## src/hw/rtl/psk_pkg.sv

```systemverilog
// ----------------------------------------------------------------------------
// psk_pkg: shared types and constants of the scan code decoder
// Scan code values, result kinds, the decoded operation record and the
// key translation table for scan code set 1.
// ----------------------------------------------------------------------------
package psk_pkg;

    typedef enum logic [1:0] {
        KIND_CHAR = 2'd0,
        KIND_BKSP = 2'd1,
        KIND_TX   = 2'd2
    } t_kind;

    typedef enum logic [1:0] {
        BK_EXEC  = 2'd0,
        BK_PUSH2 = 2'd1,
        BK_POP   = 2'd2
    } t_back_state;

    typedef struct packed {
        logic       dec_emit;
        t_kind      dec_kind;
        logic [7:0] dec_value;
        logic       is_ack;
        logic       is_resend;
        logic       push_leds;
        logic [2:0] lock_val;
    } t_op;

    localparam logic [7:0] SC_CAPS       = 8'h3A;
    localparam logic [7:0] SC_NUM        = 8'h45;
    localparam logic [7:0] SC_SCROLL     = 8'h46;
    localparam logic [7:0] SC_LSHIFT_MK  = 8'h2A;
    localparam logic [7:0] SC_RSHIFT_MK  = 8'h36;
    localparam logic [7:0] SC_LSHIFT_BRK = 8'hAA;
    localparam logic [7:0] SC_RSHIFT_BRK = 8'hB6;
    localparam logic [7:0] SC_BKSP       = 8'h0E;
    localparam logic [7:0] KB_ACK        = 8'hFA;
    localparam logic [7:0] KB_RESEND     = 8'hFE;
    localparam logic [7:0] LED_CMD       = 8'hED;
    localparam logic [7:0] ASCII_BS      = 8'h08;
    localparam logic [7:0] CASE_OFFSET   = 8'h20;
    localparam logic [7:0] ASCII_UC_A    = 8'h41;
    localparam logic [7:0] ASCII_UC_Z    = 8'h5A;

    localparam int LOCK_CAPS   = 2;
    localparam int LOCK_NUM    = 1;
    localparam int LOCK_SCROLL = 0;

    function automatic logic [7:0] key_char(input logic [6:0] code, input logic shifted);
        logic [7:0] c;
        begin
            c = 8'h00;
            case (code)
                7'h02: c = shifted ? 8'h21 : 8'h31;
                7'h03: c = shifted ? 8'h22 : 8'h32;
                7'h04: c = shifted ? 8'h23 : 8'h33;
                7'h05: c = shifted ? 8'h24 : 8'h34;
                7'h06: c = shifted ? 8'h25 : 8'h35;
                7'h07: c = shifted ? 8'h26 : 8'h36;
                7'h08: c = shifted ? 8'h27 : 8'h37;
                7'h09: c = shifted ? 8'h28 : 8'h38;
                7'h0A: c = shifted ? 8'h29 : 8'h39;
                7'h0B: c = shifted ? 8'h7E : 8'h30;
                7'h0C: c = shifted ? 8'h3D : 8'h2D;
                7'h0D: c = shifted ? 8'h7E : 8'h5E;
                7'h10: c = 8'h51;
                7'h11: c = 8'h57;
                7'h12: c = 8'h45;
                7'h13: c = 8'h52;
                7'h14: c = 8'h54;
                7'h15: c = 8'h59;
                7'h16: c = 8'h55;
                7'h17: c = 8'h49;
                7'h18: c = 8'h4F;
                7'h19: c = 8'h50;
                7'h1A: c = shifted ? 8'h60 : 8'h40;
                7'h1B: c = shifted ? 8'h7B : 8'h5B;
                7'h1E: c = 8'h41;
                7'h1F: c = 8'h53;
                7'h20: c = 8'h44;
                7'h21: c = 8'h46;
                7'h22: c = 8'h47;
                7'h23: c = 8'h48;
                7'h24: c = 8'h4A;
                7'h25: c = 8'h4B;
                7'h26: c = 8'h4C;
                7'h27: c = shifted ? 8'h2B : 8'h3B;
                7'h28: c = shifted ? 8'h2A : 8'h3A;
                7'h2B: c = shifted ? 8'h7D : 8'h5D;
                7'h2C: c = 8'h5A;
                7'h2D: c = 8'h58;
                7'h2E: c = 8'h43;
                7'h2F: c = 8'h56;
                7'h30: c = 8'h42;
                7'h31: c = 8'h4E;
                7'h32: c = 8'h4D;
                7'h33: c = shifted ? 8'h3C : 8'h2C;
                7'h34: c = shifted ? 8'h3E : 8'h2E;
                7'h35: c = shifted ? 8'h3F : 8'h2F;
                7'h37: c = 8'h2A;
                7'h39: c = 8'h20;
                7'h47: c = 8'h37;
                7'h48: c = 8'h38;
                7'h49: c = 8'h39;
                7'h4A: c = 8'h2D;
                7'h4B: c = 8'h34;
                7'h4C: c = 8'h35;
                7'h4D: c = 8'h36;
                7'h4E: c = 8'h2B;
                7'h4F: c = 8'h31;
                7'h50: c = 8'h32;
                7'h51: c = 8'h33;
                7'h52: c = 8'h30;
                7'h53: c = 8'h2E;
                7'h73: c = shifted ? 8'h5F : 8'h5C;
                7'h7D: c = shifted ? 8'h7C : 8'h5C;
                default: c = 8'h00;
            endcase
            return c;
        end
    endfunction

endpackage

```

## src/hw/rtl/psk_if.sv

```systemverilog
// ----------------------------------------------------------------------------
// psk_if: request channels of the scan code decoder
// Valid/ready channels for received keyboard bytes and for results.
// ----------------------------------------------------------------------------
interface psk_in_if;
    logic       valid;
    logic       ready;
    logic       cmd;
    logic [7:0] rx_byte;

    modport source (output valid, output cmd, output rx_byte, input ready);
    modport sink (input valid, input cmd, input rx_byte, output ready);
endinterface

interface psk_out_if;
    logic       valid;
    logic       ready;
    logic [1:0] kind;
    logic [7:0] value;
    logic       last;

    modport source (output valid, output kind, output value, output last, input ready);
    modport sink (input valid, input kind, input value, input last, output ready);
endinterface

```

## src/hw/rtl/psk_ram.sv

```systemverilog
// ----------------------------------------------------------------------------
// psk_ram: generic single-port-write RAM
// One write port and one read port with a registered, enabled read.
// ----------------------------------------------------------------------------
module psk_ram #(
    parameter int WIDTH = 8,
    parameter int DEPTH = 32
) (
    input  logic                     i_clk,
    input  logic                     i_we,
    input  logic [$clog2(DEPTH)-1:0] i_waddr,
    input  logic [WIDTH-1:0]         i_wdata,
    input  logic                     i_re,
    input  logic [$clog2(DEPTH)-1:0] i_raddr,
    output logic [WIDTH-1:0]         o_rdata
);

    logic [WIDTH-1:0] r_mem [DEPTH];
    logic [WIDTH-1:0] r_rdata;

    always_ff @(posedge i_clk) begin
        if (i_we) begin
            r_mem[i_waddr] <= i_wdata;
        end
        if (i_re) begin
            r_rdata <= r_mem[i_raddr];
        end
    end

    assign o_rdata = r_rdata;

endmodule

```

## src/hw/rtl/psk_front.sv

```systemverilog
// ----------------------------------------------------------------------------
// psk_front: scan code classifier
// Tracks shift and lock state, translates make codes and builds one
// operation record per accepted request.
// ----------------------------------------------------------------------------
module psk_front import psk_pkg::*; (
    input  logic          i_clk,
    input  logic          i_rst_n,
    input  logic          i_cfg_we,
    input  logic [2:0]    i_cfg_wdata,
    psk_in_if.sink        i_in,
    input  logic          i_op_full,
    output logic          o_op_push,
    output t_op           o_op
);

    logic [2:0] r_init_lock;
    logic [1:0] r_shift;
    logic [2:0] r_lock;
    logic [1:0] n_shift;
    logic [2:0] n_lock;
    logic       shifted;
    logic       is_bksp;
    logic [7:0] ch;
    t_op        op;

    assign i_in.ready = !i_op_full;
    assign o_op_push  = i_in.valid && !i_op_full;
    assign o_op       = op;

    always_comb begin
        shifted = (r_shift != 2'b00);
        is_bksp = (i_in.rx_byte == SC_BKSP);
        ch      = i_in.rx_byte[7] ? 8'h00 : key_char(i_in.rx_byte[6:0], shifted);
        if ((ch >= ASCII_UC_A) && (ch <= ASCII_UC_Z) && (r_lock[LOCK_CAPS] == shifted)) begin
            ch = ch + CASE_OFFSET;
        end

        n_shift      = r_shift;
        n_lock       = r_lock;
        op.dec_emit  = 1'b0;
        op.dec_kind  = KIND_CHAR;
        op.dec_value = ch;
        op.is_ack    = 1'b0;
        op.is_resend = 1'b0;
        op.push_leds = 1'b0;

        if (i_in.cmd) begin
            n_lock       = r_init_lock;
            op.push_leds = 1'b1;
        end else begin
            op.dec_emit  = (ch != 8'h00) || is_bksp;
            op.dec_kind  = is_bksp ? KIND_BKSP : KIND_CHAR;
            op.dec_value = is_bksp ? ASCII_BS : ch;
            op.is_ack    = (i_in.rx_byte == KB_ACK);
            op.is_resend = (i_in.rx_byte == KB_RESEND);
            case (i_in.rx_byte)
                SC_LSHIFT_MK:  n_shift[0] = 1'b1;
                SC_RSHIFT_MK:  n_shift[1] = 1'b1;
                SC_LSHIFT_BRK: n_shift[0] = 1'b0;
                SC_RSHIFT_BRK: n_shift[1] = 1'b0;
                SC_CAPS: begin
                    n_lock[LOCK_CAPS] = !r_lock[LOCK_CAPS];
                    op.push_leds      = 1'b1;
                end
                SC_NUM: begin
                    n_lock[LOCK_NUM] = !r_lock[LOCK_NUM];
                    op.push_leds     = 1'b1;
                end
                SC_SCROLL: begin
                    n_lock[LOCK_SCROLL] = !r_lock[LOCK_SCROLL];
                    op.push_leds        = 1'b1;
                end
                default: begin
                end
            endcase
        end
        op.lock_val = n_lock;
    end

    always_ff @(posedge i_clk) begin
        if (!i_rst_n) begin
            r_init_lock <= 3'b000;
            r_shift     <= 2'b00;
            r_lock      <= 3'b000;
        end else begin
            if (i_cfg_we) begin
                r_init_lock <= i_cfg_wdata;
            end
            if (o_op_push) begin
                r_shift <= n_shift;
                r_lock  <= n_lock;
            end
        end
    end

endmodule

```

## src/hw/rtl/psk_op_fifo.sv

```systemverilog
// ----------------------------------------------------------------------------
// psk_op_fifo: two-entry operation queue
// Decouples the classifier from the command sender.
// ----------------------------------------------------------------------------
module psk_op_fifo import psk_pkg::*; (
    input  logic i_clk,
    input  logic i_rst_n,
    input  logic i_push,
    input  t_op  i_data,
    output logic o_full,
    output logic o_valid,
    output t_op  o_data,
    input  logic i_pop
);

    t_op        r_slot [2];
    logic       r_wr_ptr;
    logic       r_rd_ptr;
    logic [1:0] r_cnt;
    logic [1:0] n_cnt;

    assign o_full  = (r_cnt == 2'd2);
    assign o_valid = (r_cnt != 2'd0);
    assign o_data  = r_slot[r_rd_ptr];

    always_comb begin
        n_cnt = r_cnt;
        if (i_push && !i_pop) begin
            n_cnt = r_cnt + 2'd1;
        end else if (!i_push && i_pop) begin
            n_cnt = r_cnt - 2'd1;
        end
    end

    always_ff @(posedge i_clk) begin
        if (!i_rst_n) begin
            r_wr_ptr <= 1'b0;
            r_rd_ptr <= 1'b0;
            r_cnt    <= 2'd0;
        end else begin
            if (i_push) begin
                r_wr_ptr <= !r_wr_ptr;
            end
            if (i_pop) begin
                r_rd_ptr <= !r_rd_ptr;
            end
            r_cnt <= n_cnt;
        end
    end

    always_ff @(posedge i_clk) begin
        if (i_push) begin
            r_slot[r_wr_ptr] <= i_data;
        end
    end

endmodule

```

## src/hw/rtl/psk_back.sv

```systemverilog
// ----------------------------------------------------------------------------
// psk_back: result emitter and keyboard command sender
// Emits decoded results, keeps the LED command queue in RAM and sends its
// bytes one at a time under the ACK and resend rules.
// ----------------------------------------------------------------------------
module psk_back import psk_pkg::*; #(
    parameter int QUEUE_DEPTH = 32
) (
    input  logic       i_clk,
    input  logic       i_rst_n,
    input  logic       i_op_valid,
    input  t_op        i_op,
    output logic       o_op_pop,
    psk_out_if.source  o_out
);

    localparam int AW = $clog2(QUEUE_DEPTH);
    localparam int CW = $clog2(QUEUE_DEPTH + 1);
    localparam logic [AW-1:0] LAST_PTR = AW'(QUEUE_DEPTH - 1);
    localparam logic [CW-1:0] FULL_CNT = CW'(QUEUE_DEPTH);

    t_back_state   r_state, n_state;
    logic          r_await, n_await;
    logic [7:0]    r_sent, n_sent;
    logic [AW-1:0] r_head, n_head;
    logic [AW-1:0] r_tail, n_tail;
    logic [CW-1:0] r_count, n_count;
    logic          r_out_valid, n_out_valid;
    t_kind         r_out_kind, n_out_kind;
    logic [7:0]    r_out_value, n_out_value;
    logic          r_out_last, n_out_last;

    logic          out_free;
    logic          await_final;
    logic          resend;
    logic          has_res;
    logic          pop_will;
    logic          full;
    logic          go;
    logic          ram_we;
    logic [7:0]    ram_wdata;
    logic          ram_re;
    logic [7:0]    ram_rdata;

    psk_ram #(
        .WIDTH (8),
        .DEPTH (QUEUE_DEPTH)
    ) u_queue_ram (
        .i_clk   (i_clk),
        .i_we    (ram_we),
        .i_waddr (r_tail),
        .i_wdata (ram_wdata),
        .i_re    (ram_re),
        .i_raddr (r_head),
        .o_rdata (ram_rdata)
    );

    assign o_out.valid = r_out_valid;
    assign o_out.kind  = r_out_kind;
    assign o_out.value = r_out_value;
    assign o_out.last  = r_out_last;

    assign out_free    = !r_out_valid || o_out.ready;
    assign await_final = i_op.is_ack ? 1'b0 : r_await;
    assign resend      = i_op.is_resend && r_await;
    assign has_res     = i_op.dec_emit || resend;
    assign pop_will    = !await_final && ((r_count != '0) || i_op.push_leds);
    assign full        = (r_count == FULL_CNT);
    assign go          = i_op_valid && (!has_res || out_free);

    always_comb begin
        n_state     = r_state;
        n_await     = r_await;
        n_sent      = r_sent;
        n_head      = r_head;
        n_tail      = r_tail;
        n_count     = r_count;
        n_out_valid = r_out_valid && !o_out.ready;
        n_out_kind  = r_out_kind;
        n_out_value = r_out_value;
        n_out_last  = r_out_last;
        ram_we      = 1'b0;
        ram_wdata   = LED_CMD;
        ram_re      = 1'b0;
        o_op_pop    = 1'b0;

        case (r_state)
            BK_EXEC: begin
                if (go) begin
                    n_await = await_final;
                    if (has_res) begin
                        n_out_valid = 1'b1;
                        n_out_kind  = resend ? KIND_TX : i_op.dec_kind;
                        n_out_value = resend ? r_sent : i_op.dec_value;
                        n_out_last  = !pop_will;
                    end
                    if (i_op.push_leds) begin
                        if (!full) begin
                            ram_we  = 1'b1;
                            n_tail  = (r_tail == LAST_PTR) ? '0 : r_tail + AW'(1);
                            n_count = r_count + CW'(1);
                        end
                        n_state = BK_PUSH2;
                    end else begin
                        o_op_pop = 1'b1;
                        if (pop_will) begin
                            ram_re  = 1'b1;
                            n_state = BK_POP;
                        end
                    end
                end
            end
            BK_PUSH2: begin
                ram_wdata = {5'b00000, i_op.lock_val};
                if (!full) begin
                    ram_we  = 1'b1;
                    n_tail  = (r_tail == LAST_PTR) ? '0 : r_tail + AW'(1);
                    n_count = r_count + CW'(1);
                end
                o_op_pop = 1'b1;
                if (!r_await) begin
                    ram_re  = 1'b1;
                    n_state = BK_POP;
                end else begin
                    n_state = BK_EXEC;
                end
            end
            BK_POP: begin
                if (out_free) begin
                    n_out_valid = 1'b1;
                    n_out_kind  = KIND_TX;
                    n_out_value = ram_rdata;
                    n_out_last  = 1'b1;
                    n_sent      = ram_rdata;
                    n_head      = (r_head == LAST_PTR) ? '0 : r_head + AW'(1);
                    n_count     = r_count - CW'(1);
                    n_await     = 1'b1;
                    n_state     = BK_EXEC;
                end
            end
            default: begin
                n_state = BK_EXEC;
            end
        endcase
    end

    always_ff @(posedge i_clk) begin
        if (!i_rst_n) begin
            r_state     <= BK_EXEC;
            r_await     <= 1'b0;
            r_sent      <= 8'h00;
            r_head      <= '0;
            r_tail      <= '0;
            r_count     <= '0;
            r_out_valid <= 1'b0;
        end else begin
            r_state     <= n_state;
            r_await     <= n_await;
            r_sent      <= n_sent;
            r_head      <= n_head;
            r_tail      <= n_tail;
            r_count     <= n_count;
            r_out_valid <= n_out_valid;
        end
    end

    always_ff @(posedge i_clk) begin
        r_out_kind  <= n_out_kind;
        r_out_value <= n_out_value;
        r_out_last  <= n_out_last;
    end

    a_count_bound: assert property (@(posedge i_clk) disable iff (!i_rst_n)
        r_count <= FULL_CNT)
        else $error("Command queue count exceeds its depth.");

    a_pop_nonempty: assert property (@(posedge i_clk) disable iff (!i_rst_n)
        (r_state == BK_POP) |-> (r_count != '0))
        else $error("Send started from an empty command queue.");

    a_push2_op: assert property (@(posedge i_clk) disable iff (!i_rst_n)
        (r_state == BK_PUSH2) |-> (i_op_valid && i_op.push_leds))
        else $error("Second LED byte written without its operation.");

    a_send_waits: assert property (@(posedge i_clk) disable iff (!i_rst_n)
        (r_state == BK_POP && out_free) |=> (r_await && r_out_valid && r_out_last))
        else $error("Sent byte did not set the ACK wait.");

endmodule

```

## src/hw/rtl/ps2_keyboard_scancode_decoder_top.sv

```systemverilog
// ----------------------------------------------------------------------------
// ps2_keyboard_scancode_decoder_top: scan code set 1 keyboard decoder
// Translates keyboard bytes to characters and backspace events and sends
// queued LED commands to the keyboard.
//
//   Port         Dir   Contents
//   i_in         in    cmd, rx_byte (valid/ready)
//   o_out        out   kind, value, last (valid/ready)
//   i_cfg_we     in    write enable of initial_lock_bits
//   i_cfg_wdata  in    initial_lock_bits value
//
// A key byte, ACK or resend is handled in the sender's execute state.
// A lock key or an init request writes its two queue bytes in the execute and second-push states.
// Each byte sent from the command queue passes through the pop state for the registered RAM read.
// Input requests are taken while the two-entry operation queue has room,
// also while a result waits in the output register. Reset is synchronous
// and needs no clearing pass.
// ----------------------------------------------------------------------------
module ps2_keyboard_scancode_decoder_top import psk_pkg::*; #(
    parameter int QUEUE_DEPTH = 32
) (
    input  logic       i_clk,
    input  logic       i_rst_n,
    input  logic       i_cfg_we,
    input  logic [2:0] i_cfg_wdata,
    psk_in_if.sink     i_in,
    psk_out_if.source  o_out
);

    logic op_push;
    logic op_full;
    logic op_valid;
    logic op_pop;
    t_op  op_in;
    t_op  op_out;

    psk_front u_front (
        .i_clk       (i_clk),
        .i_rst_n     (i_rst_n),
        .i_cfg_we    (i_cfg_we),
        .i_cfg_wdata (i_cfg_wdata),
        .i_in        (i_in),
        .i_op_full   (op_full),
        .o_op_push   (op_push),
        .o_op        (op_in)
    );

    psk_op_fifo u_op_fifo (
        .i_clk   (i_clk),
        .i_rst_n (i_rst_n),
        .i_push  (op_push),
        .i_data  (op_in),
        .o_full  (op_full),
        .o_valid (op_valid),
        .o_data  (op_out),
        .i_pop   (op_pop)
    );

    psk_back #(
        .QUEUE_DEPTH (QUEUE_DEPTH)
    ) u_back (
        .i_clk      (i_clk),
        .i_rst_n    (i_rst_n),
        .i_op_valid (op_valid),
        .i_op       (op_out),
        .o_op_pop   (op_pop),
        .o_out      (o_out)
    );

endmodule
```

## src/flat_wrapper.sv

```systemverilog
// flat-port wrapper written by rule: the top's interface ports become plain ports
module ps2_keyboard_scancode_decoder_top_flat import psk_pkg::*;
#(
    parameter int QUEUE_DEPTH = 32
)
  (i_clk, i_rst_n, i_cfg_we, i_cfg_wdata, i_in_valid, i_in_cmd, i_in_rx_byte, i_in_ready, o_out_valid, o_out_kind, o_out_value, o_out_last, o_out_ready);
  psk_in_if i_in_i ();
  psk_out_if o_out_i ();
  input  logic i_clk;
  input  logic i_rst_n;
  input  logic i_cfg_we;
  input  logic [2:0] i_cfg_wdata;
  input wire logic [$bits(i_in_i.valid)-1:0] i_in_valid;
  input wire logic [$bits(i_in_i.cmd)-1:0] i_in_cmd;
  input wire logic [$bits(i_in_i.rx_byte)-1:0] i_in_rx_byte;
  output wire logic [$bits(i_in_i.ready)-1:0] i_in_ready;
  output wire logic [$bits(o_out_i.valid)-1:0] o_out_valid;
  output wire logic [$bits(o_out_i.kind)-1:0] o_out_kind;
  output wire logic [$bits(o_out_i.value)-1:0] o_out_value;
  output wire logic [$bits(o_out_i.last)-1:0] o_out_last;
  input wire logic [$bits(o_out_i.ready)-1:0] o_out_ready;
  assign i_in_i.valid = i_in_valid;
  assign i_in_i.cmd = i_in_cmd;
  assign i_in_i.rx_byte = i_in_rx_byte;
  assign i_in_ready = i_in_i.ready;
  assign o_out_valid = o_out_i.valid;
  assign o_out_kind = o_out_i.kind;
  assign o_out_value = o_out_i.value;
  assign o_out_last = o_out_i.last;
  assign o_out_i.ready = o_out_ready;
  ps2_keyboard_scancode_decoder_top #(.QUEUE_DEPTH(QUEUE_DEPTH)) u_core (.i_clk(i_clk), .i_rst_n(i_rst_n), .i_cfg_we(i_cfg_we), .i_cfg_wdata(i_cfg_wdata), .i_in(i_in_i), .o_out(o_out_i));
endmodule
```

## config.mk

```make
export PLATFORM = sky130hd
export DESIGN_NAME = ps2_keyboard_scancode_decoder_top_flat
export DESIGN_NICKNAME = d
export VERILOG_FILES = /design/src/hw/rtl/psk_pkg.sv /design/src/hw/rtl/psk_if.sv /design/src/hw/rtl/psk_ram.sv /design/src/hw/rtl/psk_front.sv /design/src/hw/rtl/psk_op_fifo.sv /design/src/hw/rtl/psk_back.sv /design/src/hw/rtl/ps2_keyboard_scancode_decoder_top.sv /design/src/flat_wrapper.sv
export SDC_FILE = /design/constraint.sdc
export NUM_CORES = 1
export LEC_CHECK = 0
export BUFFER_PORTS_ARGS = -buffer_cell sky130_fd_sc_hd__buf_2
export CORE_ASPECT_RATIO = 0.7
export CORE_MARGIN = 2
export CORE_UTILIZATION = 50
export DETAILED_ROUTE_END_ITERATION = 7
export GPL_TIMING_DRIVEN = 0
export PLACE_DENSITY = 0.7
export SLEW_MARGIN = 20
export SYNTH_ARGS = -nofsm -noshare
export SYNTH_HDL_FRONTEND = slang
export SYNTH_SLANG_ARGS = --single-unit
```

## constraint.sdc

```tcl
create_clock -name i_clk -period 4.65 [get_ports i_clk]
set_clock_uncertainty 0.05 [all_clocks]
set_input_delay 0.465 -clock i_clk [delete_from_list [all_inputs] [get_ports i_clk]]
set_output_delay 0.465 -clock i_clk [all_outputs]
set_load 0.1 [all_outputs]
```

==> out/metrics.cfg <==
[clocking]
postCtsSetupBuffers = 0
clk_latency_ns = 0.49
cts_tree = yes
cts_max_path_buffers = 3
cts_root_buf = clkbuf_16
clock_sinks = 212
cts.repair.resized = 0
path_clk_slew_ns = 0.06
hold_buffers = 0
cts_made_buffers = 20
cts_max_level = 1

[sta]
finalCritPeriodShare_pct = 73.5
grt_setup_unrepaired = false
worstMarginPinSlew_ns = 0.862
setup_viol = 0
min_period_ns = 3.42
tns_ns = 0
worst_hold_slack_ns = 0.188
hold_viol = 0
slew_violations = 0
fmaxAchievable_mhz = 293
max-slew-margin-rel_pct = 42.4

[drt]
route.met2.wl_mm = 11.7
routed.top_layer = met4
drcViolationCount = 0
first_pass_iters = 6
via_per_inst = 6.33
num_vias = 7622
met3_length_mm = 3.44
first_iter_violations = 944
wl_met1_mm = 12.8
wirelength_mm = 28.5
postRouteAntennaNets = 0
routedWlPerCell_um = 23.6

[critical_path]
end_kind = register
worstPathArrival_ns = 3.58
slowest_delay_ns = 0.53
cpMostUsedCell = buf_2
r2r_cells = 11
required_ns = 4.82
cp_max_fo = 10
critPathKind = in2reg
crit_slowest_cell = xor2_1
startpoint_type = input pin
cp_cell_sequence = buf_2 -> buf_2 -> xor2_1 -> nand3_1 -> a221oi_1 -> and3b_1 -> a41oi_2 -> ha_1 -> nor4b_1 -> o221a_2 -> a21oi_1

[synth]
netlist_area_um2 = 10800
synth_warnings = 0
synth-simple-area-share_pct = 15.6
ys_seq_area_share_pct = 55.7
post_synth_fa_ha_maj_area_fraction_pct = 1.70
syn-num-nets = 896
syn_avg_cell_area_um2 = 12.4
async_reset_ff_share_pct = 0
synth_edf_count = 175
synthCells = 865
synth_compound_gate_area_share_pct = 11.0
synth_top_family_by_area = simple AND/OR/NAND/NOR gates
ys_ff_latch = 212
ys.flop_type = edfxtp_1
ys_types = 89
muxShareOfSynthArea_pct = 11.1
synth-xor-area-share_pct = 1.38

[job]
maxCapViolations = 0

[power]
power_leakage_nw = 3.91
p_int_mw = 3.80
p_clk_share_pct = 29.8
p_switching_mw = 1.86
finalPower_mw = 5.66
power_frac_seq_pct = 42.5
p_per_area_nw_per_um2 = 474
switching_share_pct = 32.9
power.share.combinational_pct = 27.7
ir_drop_uv = 267

[final_layout]
layout-drive-gt1-share_pct = 17.3
seqCellArea_um2 = 6000
instances_no_fill = 1204
n_fill_cell = 1730
syn_to_final_growth_pct = 11.0
antenna-diode-count = 0
multi_input_area_um2 = 4400
nets = 946

[floorplanning]
dieHeight_um = 127
row_count = 44
fp.dieW_um = 179
die_area_um2 = 22700
start_util_pct = 51.4
pin_count = 30
core_um2 = 20900

[run_status]
status = complete, no violations

[global_route]
grt_max_degree = 35
overflow = 0
grt_pass1_wl_mm = 43.3
antenna_found_initial = 0
track_usage_pct = 25.5
grt_pass1_vias = 7200

[placement]
dp_hpwl_mm = 20.0
gp_congestion = 1.02
placed_cells = 1169
portBuffers = 28

[min_path]
hold_class = in2reg
worstHoldPathCells = 3

==> critical path, delay by kind of cell <==
family | cells | cell delay, ns
XOR/XNOR | 1 | 0.53
AND/OR/NAND/NOR | 3 | 0.79
adder cells (fa/ha/maj) | 1 | 0.32
buffers and inverters | 2 | 0.36
AO/OA/AOI/OAI | 4 | 1.11
==> cell usage after synthesis (13+ instances only) <==
| cell | number | share of area (%) |
|---|---|---|
| mux2i_1 | 24 | 2.2 |
| a31oi_1 | 13 | 0.76 |
| buf_2 | 24 | 1.1 |
| edfxtp_1 | 175 | 49 |
| dfxtp_1 | 37 | 6.9 |
| nor2b_1 | 25 | 1.5 |
| nand2_1 | 64 | 2.2 |
| nand2b_1 | 15 | 0.87 |
| nand3_1 | 21 | 0.98 |
| o21ai_0 | 33 | 1.5 |
| inv_1 | 17 | 0.59 |
| clkbuf_1 | 24 | 0.84 |
| ha_1 | 13 | 1.5 |
| nor2_1 | 68 | 2.4 |
| a21boi_0 | 14 | 0.98 |
| a21oi_1 | 22 | 1.0 |
| xnor2_1 | 14 | 1.1 |
| nor3_1 | 18 | 0.84 |
| mux4_2 | 40 | 8.4 |
==> through the flow <==
step / util, % / worst slack (ns) / area (um^2)
finish: 57.1 / 1.23 / 11900
global route: 57.1 / 1.08 / 11900
CTS: 57.1 / 1.34 / 11900
detailed placement: 53.8 / 0.912 / 11300
global placement: 53.8 / 0.879 / 11200
floorplan: - / 1.61 / 10800
==> cell usage in the layout (no fill, tap or decap), types with 24 or more instances in the layout <==
| cell type | n |
|---|---|
| edfxtp_1 | 175 |
| mux2i_1 | 24 |
| nand2_1 | 62 |
| o21ai_0 | 33 |
| nor2b_1 | 25 |
| clkbuf_1 | 32 |
| mux4_2 | 40 |
| nor2_1 | 65 |
| dfxtp_1 | 37 |
| buf_2 | 52 |
==> cell families (layout without fill, tap and decap cells) <==
group | Yosys count | after routing
flops | 212 | 212
mux | 69 | 69
simple gates | 309 | 309
compound gates | 164 | 164
fa+ha+maj | 14 | 14
buf+inv | 80 | 143
xor+xnor | 17 | 17
==> cell type report <==
type                    count  area share (%)
clock inverters             3           0.545
inverters                  19           0.597
clock buffers              32            5.18
plain buffers              61            2.56
multi-input cells         573            36.9
well taps                 276            2.89
flip-flops and latches    212            50.2
repair buffers             28            1.17
==> registers in the layout, indices dropped and copies added (netlist names), 2 cells and up, named ones only <==
signal	cells
u_core.u_back.u_queue_ram.r_mem	128
u_core.u_op_fifo.r_slot	32
u_core.u_back.o_out.value	8
u_core.u_back.r_count	6
u_core.u_back.r_head	5
u_core.u_back.r_tail	5
u_core.u_back.r_sent	4
u_core.u_back.u_queue_ram.o_rdata	4
u_core.u_front.r_init_lock	3
u_core.u_front.r_lock	3
u_core.u_back.o_out.kind	2
u_core.u_back.r_state	2
u_core.u_front.r_shift	2
u_core.u_op_fifo.r_cnt	2
==> worst paths after layout <==
kind	startpoint	endpoint	slack, ns
worst max-delay path	i_in_rx_byte[0]	u_core.u_op_fifo.r_slot[0][16]	1.23
worst min-delay path	i_cfg_wdata[0]	u_core.u_front.r_init_lock[0]	0.19
worst max register to register	u_core.u_front.r_shift[1]	u_core.u_op_fifo.r_slot[0][16]	1.34
worst min register to register	u_core.u_back.r_sent[1]	u_core.u_back.r_sent[1]	0.42
==> routing by layer <==
| layer | GRT usage [%] | vias to the layer above |
|---|---|---|
| li1 | - | 3425 |
| met1 | 39.9 | 3730 |
| met2 | 34.4 | 429 |
| met3 | 8.18 | 38 |
| met4 | 5.46 | 0 |
| met5 | 0 | - |
==> power groups by stage <==
stage / logic (mW) / clock network [mW] / registers, mW
2_1_floorplan: 0.834 / 0 / 2.77
3_3_place_gp: 1.52 / 0 / 2.44
3_5_place_dp: 1.54 / 0 / 2.44
4_1_cts: 1.56 / 1.71 / 2.41
5_1_grt: 1.68 / 1.79 / 2.43
6_report: 1.57 / 1.69 / 2.40
No activity file was read; power rests on OpenSTA's default activity.
